===== src/sv/base64_stream_decoder_top_assert.svh =====
// Assertion macros for the Base64 stream decoder.
`ifndef BASE64_STREAM_DECODER_TOP_ASSERT_SVH
`define BASE64_STREAM_DECODER_TOP_ASSERT_SVH

`ifndef SYNTH
`define B64D_ASSERT(lbl, clk, rstn, prop) \
    lbl: assert property (@(posedge clk) disable iff (!rstn) (prop)) \
        else $error("b64d assertion failed");
`define B64D_IMPLY(lbl, clk, rstn, ante, cons) \
    lbl: assert property (@(posedge clk) disable iff (!rstn) (ante) |-> (cons)) \
        else $error("b64d implication failed");
`else
`define B64D_ASSERT(lbl, clk, rstn, prop)
`define B64D_IMPLY(lbl, clk, rstn, ante, cons)
`endif

`endif


===== src/sv/b64d_pkg.sv =====
// Shared types, codes and the alphabet lookup of the Base64 stream decoder.
package b64d_pkg;

    localparam logic [1:0] STOP_NONE = 2'd0;
    localparam logic [1:0] STOP_PAD  = 2'd1;
    localparam logic [1:0] STOP_BAD  = 2'd2;

    localparam logic [7:0] PAD_CHAR = 8'h3D;

    typedef struct packed {
        logic [7:0] b0;
        logic [7:0] b1;
        logic [7:0] b2;
        logic [1:0] last_idx;
        logic       bv;
        logic       eom;
        logic [1:0] reason;
    } t_job;

    // Bit 6 set when the character is in the alphabet, bits 5:0 its value.
    function automatic logic [6:0] sextet(input logic [7:0] c);
        logic [7:0] d;
        logic [6:0] r;
        d = 8'h00;
        r = 7'h00;
        if (c >= 8'h41 && c <= 8'h5A) begin
            d = c - 8'h41;
            r = {1'b1, d[5:0]};
        end else if (c >= 8'h61 && c <= 8'h7A) begin
            d = c - 8'h47;
            r = {1'b1, d[5:0]};
        end else if (c >= 8'h30 && c <= 8'h39) begin
            d = c + 8'h04;
            r = {1'b1, d[5:0]};
        end else if (c == 8'h2B) begin
            r = {1'b1, 6'd62};
        end else if (c == 8'h2F) begin
            r = {1'b1, 6'd63};
        end
        return r;
    endfunction

endpackage


===== src/sv/b64d_front.sv =====
// Front end: takes characters, keeps the group state and builds output jobs.
module b64d_front (
    input  logic             i_clk,
    input  logic             i_rst_n,
    input  logic             i_valid,
    input  logic [7:0]       i_char,
    input  logic             i_last,
    input  logic             i_full,
    output logic             o_ready,
    output logic             o_push,
    output b64d_pkg::t_job   o_job
);

    logic [1:0]     r_gc, n_gc;
    logic [17:0]    r_acc, n_acc;
    logic           r_halt, n_halt;
    logic [1:0]     r_cause, n_cause;
    logic [6:0]     sx;
    logic [1:0]     nres;
    logic           accept;
    b64d_pkg::t_job job;

    assign o_ready = !i_full;
    assign accept  = i_valid && !i_full;
    assign sx      = b64d_pkg::sextet(i_char);

    always_comb begin
        n_gc     = r_gc;
        n_acc    = r_acc;
        n_halt   = r_halt;
        n_cause  = r_cause;
        nres     = 2'd0;
        job      = '0;
        job.bv   = 1'b1;
        if (!r_halt) begin
            priority if (i_char == b64d_pkg::PAD_CHAR) begin
                n_halt  = 1'b1;
                n_cause = b64d_pkg::STOP_PAD;
            end else if (!sx[6]) begin
                n_halt  = 1'b1;
                n_cause = b64d_pkg::STOP_BAD;
            end else if (r_gc == 2'd3) begin
                job.b0 = r_acc[17:10];
                job.b1 = r_acc[9:2];
                job.b2 = {r_acc[1:0], sx[5:0]};
                nres   = 2'd3;
                n_gc   = 2'd0;
                n_acc  = '0;
            end else begin
                n_acc = {r_acc[11:0], sx[5:0]};
                n_gc  = r_gc + 2'd1;
            end
        end
        if (i_last) begin
            if (n_gc == 2'd2) begin
                job.b0 = n_acc[11:4];
                nres   = 2'd1;
            end else if (n_gc == 2'd3) begin
                job.b0 = n_acc[17:10];
                job.b1 = n_acc[9:2];
                nres   = 2'd2;
            end
            if (nres == 2'd0) begin
                job.bv = 1'b0;
                nres   = 2'd1;
            end
            job.eom    = 1'b1;
            job.reason = n_cause;
            n_gc       = 2'd0;
            n_acc      = '0;
            n_halt     = 1'b0;
            n_cause    = b64d_pkg::STOP_NONE;
        end
        job.last_idx = nres - 2'd1;
    end

    assign o_push = accept && (nres != 2'd0);
    assign o_job  = job;

    always_ff @(posedge i_clk) begin
        if (!i_rst_n) begin
            r_gc    <= 2'd0;
            r_acc   <= '0;
            r_halt  <= 1'b0;
            r_cause <= b64d_pkg::STOP_NONE;
        end else if (accept) begin
            r_gc    <= n_gc;
            r_acc   <= n_acc;
            r_halt  <= n_halt;
            r_cause <= n_cause;
        end
    end

endmodule


===== src/sv/b64d_fifo.sv =====
// Job queue between the front end and the output stage.
`include "base64_stream_decoder_top_assert.svh"

module b64d_fifo #(
    parameter int DEPTH = 4
) (
    input  logic           i_clk,
    input  logic           i_rst_n,
    input  logic           i_push,
    input  b64d_pkg::t_job i_job,
    input  logic           i_pop,
    output b64d_pkg::t_job o_job,
    output logic           o_full,
    output logic           o_empty
);

    localparam int PW = (DEPTH > 1) ? $clog2(DEPTH) : 1;
    localparam int CW = $clog2(DEPTH + 1);
    localparam logic [PW-1:0] PTR_LAST = PW'(DEPTH - 1);
    localparam logic [CW-1:0] CNT_FULL = CW'(DEPTH);

    b64d_pkg::t_job r_mem [DEPTH];
    logic [PW-1:0]  r_wp, r_rp;
    logic [CW-1:0]  r_cnt;

    assign o_full  = (r_cnt == CNT_FULL);
    assign o_empty = (r_cnt == '0);
    assign o_job   = r_mem[r_rp];

    always_ff @(posedge i_clk) begin
        if (i_push) begin
            r_mem[r_wp] <= i_job;
        end
    end

    always_ff @(posedge i_clk) begin
        if (!i_rst_n) begin
            r_wp  <= '0;
            r_rp  <= '0;
            r_cnt <= '0;
        end else begin
            if (i_push) begin
                r_wp <= (r_wp == PTR_LAST) ? '0 : r_wp + 1'b1;
            end
            if (i_pop) begin
                r_rp <= (r_rp == PTR_LAST) ? '0 : r_rp + 1'b1;
            end
            if (i_push && !i_pop) begin
                r_cnt <= r_cnt + 1'b1;
            end else if (i_pop && !i_push) begin
                r_cnt <= r_cnt - 1'b1;
            end
        end
    end

    `B64D_IMPLY(a_no_push_full, i_clk, i_rst_n, i_push, !o_full)
    `B64D_IMPLY(a_no_pop_empty, i_clk, i_rst_n, i_pop, !o_empty)
    `B64D_ASSERT(a_cnt_bound, i_clk, i_rst_n, r_cnt <= CNT_FULL)

endmodule


===== src/sv/b64d_back.sv =====
// Output stage: walks each job and presents one decoded byte per word.
`include "base64_stream_decoder_top_assert.svh"

module b64d_back (
    input  logic           i_clk,
    input  logic           i_rst_n,
    input  b64d_pkg::t_job i_job,
    input  logic           i_empty,
    output logic           o_pop,
    output logic           o_tvalid,
    input  logic           i_tready,
    output logic [7:0]     o_tdata,
    output logic [3:0]     o_tuser,
    output logic           o_tlast
);

    logic [1:0] r_idx;
    logic       r_vld;
    logic [7:0] r_data;
    logic [3:0] r_user;
    logic       r_last;
    logic       load;
    logic       job_done;
    logic [7:0] sel_byte;

    assign load     = !i_empty && (!r_vld || i_tready);
    assign job_done = (r_idx == i_job.last_idx);
    assign o_pop    = load && job_done;

    always_comb begin
        unique case (r_idx)
            2'd0:    sel_byte = i_job.b0;
            2'd1:    sel_byte = i_job.b1;
            default: sel_byte = i_job.b2;
        endcase
    end

    always_ff @(posedge i_clk) begin
        if (!i_rst_n) begin
            r_idx <= 2'd0;
            r_vld <= 1'b0;
        end else if (load) begin
            r_vld <= 1'b1;
            r_idx <= job_done ? 2'd0 : r_idx + 2'd1;
        end else if (i_tready) begin
            r_vld <= 1'b0;
        end
    end

    always_ff @(posedge i_clk) begin
        if (load) begin
            r_data <= sel_byte;
            r_last <= job_done;
            r_user <= {job_done && i_job.eom ? i_job.reason : b64d_pkg::STOP_NONE,
                       job_done && i_job.eom, i_job.bv};
        end
    end

    assign o_tvalid = r_vld;
    assign o_tdata  = r_data;
    assign o_tuser  = r_user;
    assign o_tlast  = r_last;

    `B64D_IMPLY(a_idx_idle, i_clk, i_rst_n, i_empty, r_idx == 2'd0)
    `B64D_IMPLY(a_idx_bound, i_clk, i_rst_n, !i_empty, r_idx <= i_job.last_idx)
    `B64D_IMPLY(a_end_is_last, i_clk, i_rst_n, r_vld && r_user[1], r_last)

endmodule


===== src/sv/base64_stream_decoder_top.sv =====
// Top level of the Base64 stream decoder.
// Takes one Base64 character per cycle on the slave side while the job queue
// has room (tlast marks the last character of a message) and gives one output
// word per cycle on the master side while tready is high and a job is queued.
// The front end classifies each character combinationally and
// queues a job of up to three results; the output stage drains one result a
// cycle while tready allows, so input is taken every cycle while the queue of
// FIFO_DEPTH jobs has room, and a sustained run turns four characters into
// three bytes. Each job is written to the queue and its bytes then pass through
// the output register. tuser bit 0 is byte_valid, bit 1 message_end, bits 3:2
// the stop reason (0 ran to end, 1 '=', 2 invalid character); tlast is set on the last word caused by one character.
module base64_stream_decoder_top #(
    parameter int FIFO_DEPTH = 4
) (
    input  logic       i_clk,
    input  logic       i_rst_n,
    input  logic       i_s_tvalid,
    output logic       o_s_tready,
    input  logic [7:0] i_s_tdata,   // [7:0] char_code
    input  logic       i_s_tlast,
    output logic       o_m_tvalid,
    input  logic       i_m_tready,
    output logic [7:0] o_m_tdata,   // [7:0] data_byte
    output logic [3:0] o_m_tuser,   // [0] byte_valid, [1] message_end, [3:2] stop_reason
    output logic       o_m_tlast
);

    b64d_pkg::t_job push_job, head_job;
    logic           push, pop, full, empty;

    b64d_front u_front (
        .i_clk   (i_clk),
        .i_rst_n (i_rst_n),
        .i_valid (i_s_tvalid),
        .i_char  (i_s_tdata),
        .i_last  (i_s_tlast),
        .i_full  (full),
        .o_ready (o_s_tready),
        .o_push  (push),
        .o_job   (push_job)
    );

    b64d_fifo #(
        .DEPTH (FIFO_DEPTH)
    ) u_fifo (
        .i_clk   (i_clk),
        .i_rst_n (i_rst_n),
        .i_push  (push),
        .i_job   (push_job),
        .i_pop   (pop),
        .o_job   (head_job),
        .o_full  (full),
        .o_empty (empty)
    );

    b64d_back u_back (
        .i_clk    (i_clk),
        .i_rst_n  (i_rst_n),
        .i_job    (head_job),
        .i_empty  (empty),
        .o_pop    (pop),
        .o_tvalid (o_m_tvalid),
        .i_tready (i_m_tready),
        .o_tdata  (o_m_tdata),
        .o_tuser  (o_m_tuser),
        .o_tlast  (o_m_tlast)
    );

endmodule

===== config.mk =====
export PLATFORM = sky130hd
export DESIGN_NAME = base64_stream_decoder_top
export DESIGN_NICKNAME = d
export VERILOG_FILES = /design/src/sv/b64d_pkg.sv /design/src/sv/b64d_front.sv /design/src/sv/b64d_fifo.sv /design/src/sv/b64d_back.sv /design/src/sv/base64_stream_decoder_top.sv
export VERILOG_INCLUDE_DIRS = /design/src /design/src/sv
export SDC_FILE = /design/constraint.sdc
export NUM_CORES = 1
export LEC_CHECK = 0
export BUFFER_PORTS_ARGS = -buffer_cell sky130_fd_sc_hd__buf_2
export CORE_UTILIZATION = 50
export DETAILED_ROUTE_END_ITERATION = 10
export PLACE_DENSITY = 0.69
export SETUP_SLACK_MARGIN = 0.3
export SLEW_MARGIN = 20
export SYNTH_ARGS = -nofsm -noshare
export SYNTH_HDL_FRONTEND = slang
export SYNTH_HIERARCHICAL = 1
export SYNTH_SLANG_ARGS = --single-unit

===== constraint.sdc =====
create_clock -name i_clk -period 3.95 [get_ports i_clk]
set_clock_uncertainty 0.2 [all_clocks]
set_input_delay 0.395 -clock i_clk [delete_from_list [all_inputs] [get_ports i_clk]]
set_output_delay 0.395 -clock i_clk [all_outputs]
set_load 0.01 [all_outputs]

==> flow_summary.yaml <==
critical_path:
  cp.depth: 14
  path_max_fanout: 8
  crit_arrival_ps: 3510
  cp_top_family: "adder cells"
  critPathSlowestCell: "nor4_1"
  cp_data_required_time_ps: 4100
  start_kind: "input pin"
  cp_cell_sequence: "buf_2 -> inv_1 -> ha_1 -> nor2_1 -> nor4_1 -> a21o_2 -> o211ai_1 -> a21oi_1 -> ha_1 -> inv_1 -> fa_1 -> xor2_1 -> or3_1 -> a21boi_0"
  worst-path-buf-inv: 3
  reg2reg_depth: 11
  reg2reg_setup_slack_ps: 770
  cp-end-kind: "flop"
  critical_path_class: "input pin to flop"
  slowest_delay_ps: 440
cts:
  cts.clk_slew.worst_paths_ps: 70
  clk-insertion-delay-late_ps: 420
  cts_tree: "done"
  cts_sinks: 168
  clock-root-buffer: "clkbuf_16"
  clk_path_buf_depth: 2
  cts_buffers: 17
  postCtsResizedCells: 0
  ctsHtreeMaxLevel: 4
  hold_buffers: 0
  post_cts_buffers: 0
placement:
  dp_hpwl_mm: 10.47
  io_buffers: 27
  place.gp.congestion: 0.8634
yosys:
  synth-simple-area-share_pct: 9.844
  synth.top_cell.area_share_pct: 52.54
  yosysMostFrequentCell: "edfxtp_1"
  yosysUniqueCellTypes: 74
  synth_largest_area_cell: "edfxtp_1"
  synth_ff_type: "edfxtp_1"
  async_reset_ff_share_pct: 0
  synth_area_leaders: "edfxtp_1, dfxtp_1, mux4_2"
  syn_area_um2: 7601
  synth_xor_area_share_pct: 0.5761
  synth_top_family_by_area: "compound AO/OA/AOI/OAI gates"
  synth_seq_area_share_pct: 61.76
  synthMuxAreaShare_pct: 9.712
  synth_compound_area_share_pct: 12.51
  syn_nets: 561
  ys_top_cells_by_count: "edfxtp_1, nand2_1, dfxtp_1"
  synth_edf_count: 133
  syn_inst: 530
  yosysWarnings: 6
  synth.avg_cell_area_um2: 14.34
  ys_ff_latch: 168
  synth_adder_area_share_pct: 3.062
die:
  start_util_pct: 51.71
  rows: 44
  core_um2: 14700
  ios: 28
  die_w_um: 125.3
  die_h_um: 125.3
  die_area_um2: 15700
power:
  pwr-share-seq_pct: 44.2
  p_leak_nw: 2.860
  ir_drop_mv: 0.3400
  comb_power_share_pct: 20.6
  intPower_mw: 3.613
  power.share.clock_pct: 35.1
  power_density_nw_per_um2: 573.2
  swShare_pct: 27.07
  power.switching_mw: 1.341
worst_hold_path:
  hold_path_depth: 3
  hp-class: "input pin to flop"
global_routing:
  grt_usage_pct: 21.33
  grt_max_degree: 37
  grt_pass1_vias: 4801
  antenna_found_initial: 0
  overflow: 0
  grt_pass1_wl_mm: 25.26
sta:
  clock.fmax_ghz: 0.2972
  slew_viol_final: 0
  fin_crit_sh_pct: 85.19
  holdWs_ps: 148.4
  worstMarginPinSlew_ps: 697.9
  hold_violations: 0
  finalCriticalPeriod_ps: 3365
  slew_headroom_pct: 52.86
  finalSetupTns_ps: 0
  rsz0062_at_grt: "no"
  finalSetupViolations: 0
routing:
  viasPerCell: 6.273
  drc: 0
  ant_nets: 0
  wire_per_inst_um: 20.67
  firstDrtPassIters: 7
  drt-total-wl_mm: 15.92
  drt_iter0_drc: 446
  vias: 4830
final_layout:
  final_core_util_pct: 58.79
  drive_above_1_share_pct: 20.82
  insertedDiodeCount: 0
  n_fill_cell: 1095
  synthToLayoutAreaGrowth_pct: 13.70
  final_nets: 604
status:
  status: "complete, no violations"
job:
  drv_cap: 0
==> power groups by stage <==
stage,Combinational [mW],Clock [mW],Sequential (mW)
CTS,1.03,1.76,2.19
detailed placement,1.02,0,2.23
global placement,1.00,0,2.22
finish,1.02,1.74,2.19
floorplan,0.685,0,2.26
global route,1.12,1.83,2.21
==> layout by cell type, fill, tap and decap left out, types with 18 or more instances in the layout <==
cell and instances:
edfxtp_1 133, nand2_1 47, dfxtp_1 34, mux4_2 30
buf_2 27, nor2b_1 25, a22oi_1 23, nor2_1 21
inv_1 19, o21ai_0 18
==> worst paths after layout <==
| path | startpoint | endpoint |
|---|---|---|
| max | i_s_tdata[2] | u_fifo/r_cnt[2] |
| min | i_m_tready | u_back/o_tvalid |
| max reg2reg | flop | u_fifo/r_cnt[2] |
| min reg2reg | u_back/r_idx[1] | u_back/r_idx[1] |
==> cell families (layout without fill, tap and decap cells) <==
family          after synthesis  after routing
compound gates              121            121
xor+xnor                      5              5
fa+ha+maj                    18             18
buf+inv                      38             94
flops                       168            168
mux                          36             36
simple gates                144            144
==> registers in the layout, indices dropped and copies added (netlist names), named ones only <==
signal	flops
u_back/r_idx	2
u_front/r_gc	2
u_back/o_tdata	8
u_fifo/r_mem	120
u_back/o_tvalid	1
u_fifo/r_cnt	3
u_fifo/r_wp	2
u_front/r_acc	18
u_front/r_halt	1
u_front/r_cause	2
u_back/o_tlast	1
u_back/o_tuser	4
u_fifo/r_rp	2
==> routing by layer <==
layer / GRT usage (%) / share of wire (%)
met1: 27.79 / 43
met2: 35.06 / 48
met5: 0 / 0
met4: 9.469 / 2.1
met3: 3.979 / 6.6
==> worst reg2reg max path, stage by stage, from the launching register on <==
cell and delay (ps):
dfxtp_2 410, mux4_2 540, xor2_1 300, nor4_1 110, buf_4 190, inv_1 80, ha_1 190, inv_1 60
fa_1 380, xor2_1 160, or3_1 300, a21boi_0 180
==> per-stage QoR <==
stage | instance area [µm²] | setup slack, ps | cells | total power [mW]
after detailed placement | 8016 | 180.2 | 738 | 3.249
after CTS | 8642 | 608.8 | 770 | 4.979
final | 8642 | 585.2 | 770 | 4.954
after global placement | 8016 | 324.3 | 738 | 3.222
after global routing | 8642 | 301.6 | 770 | 5.154
after floorplan | 7601 | 439.7 | 530 | 2.942
==> final cells by class <==
class | instances | area (µm²) | share of cell area [%]
flip-flops and latches | 168 | 4696 | 54.34
clock inverters | 14 | 196.4 | 2.273
well taps | 184 | 230.2 | 2.664
multi-input cells | 324 | 2714 | 31.40
inverters | 19 | 71.32 | 0.8252
repair buffers | 43 | 305.3 | 3.533
clock buffers | 18 | 429.2 | 4.966
Note: power is estimated with default switching activity, not from simulation.
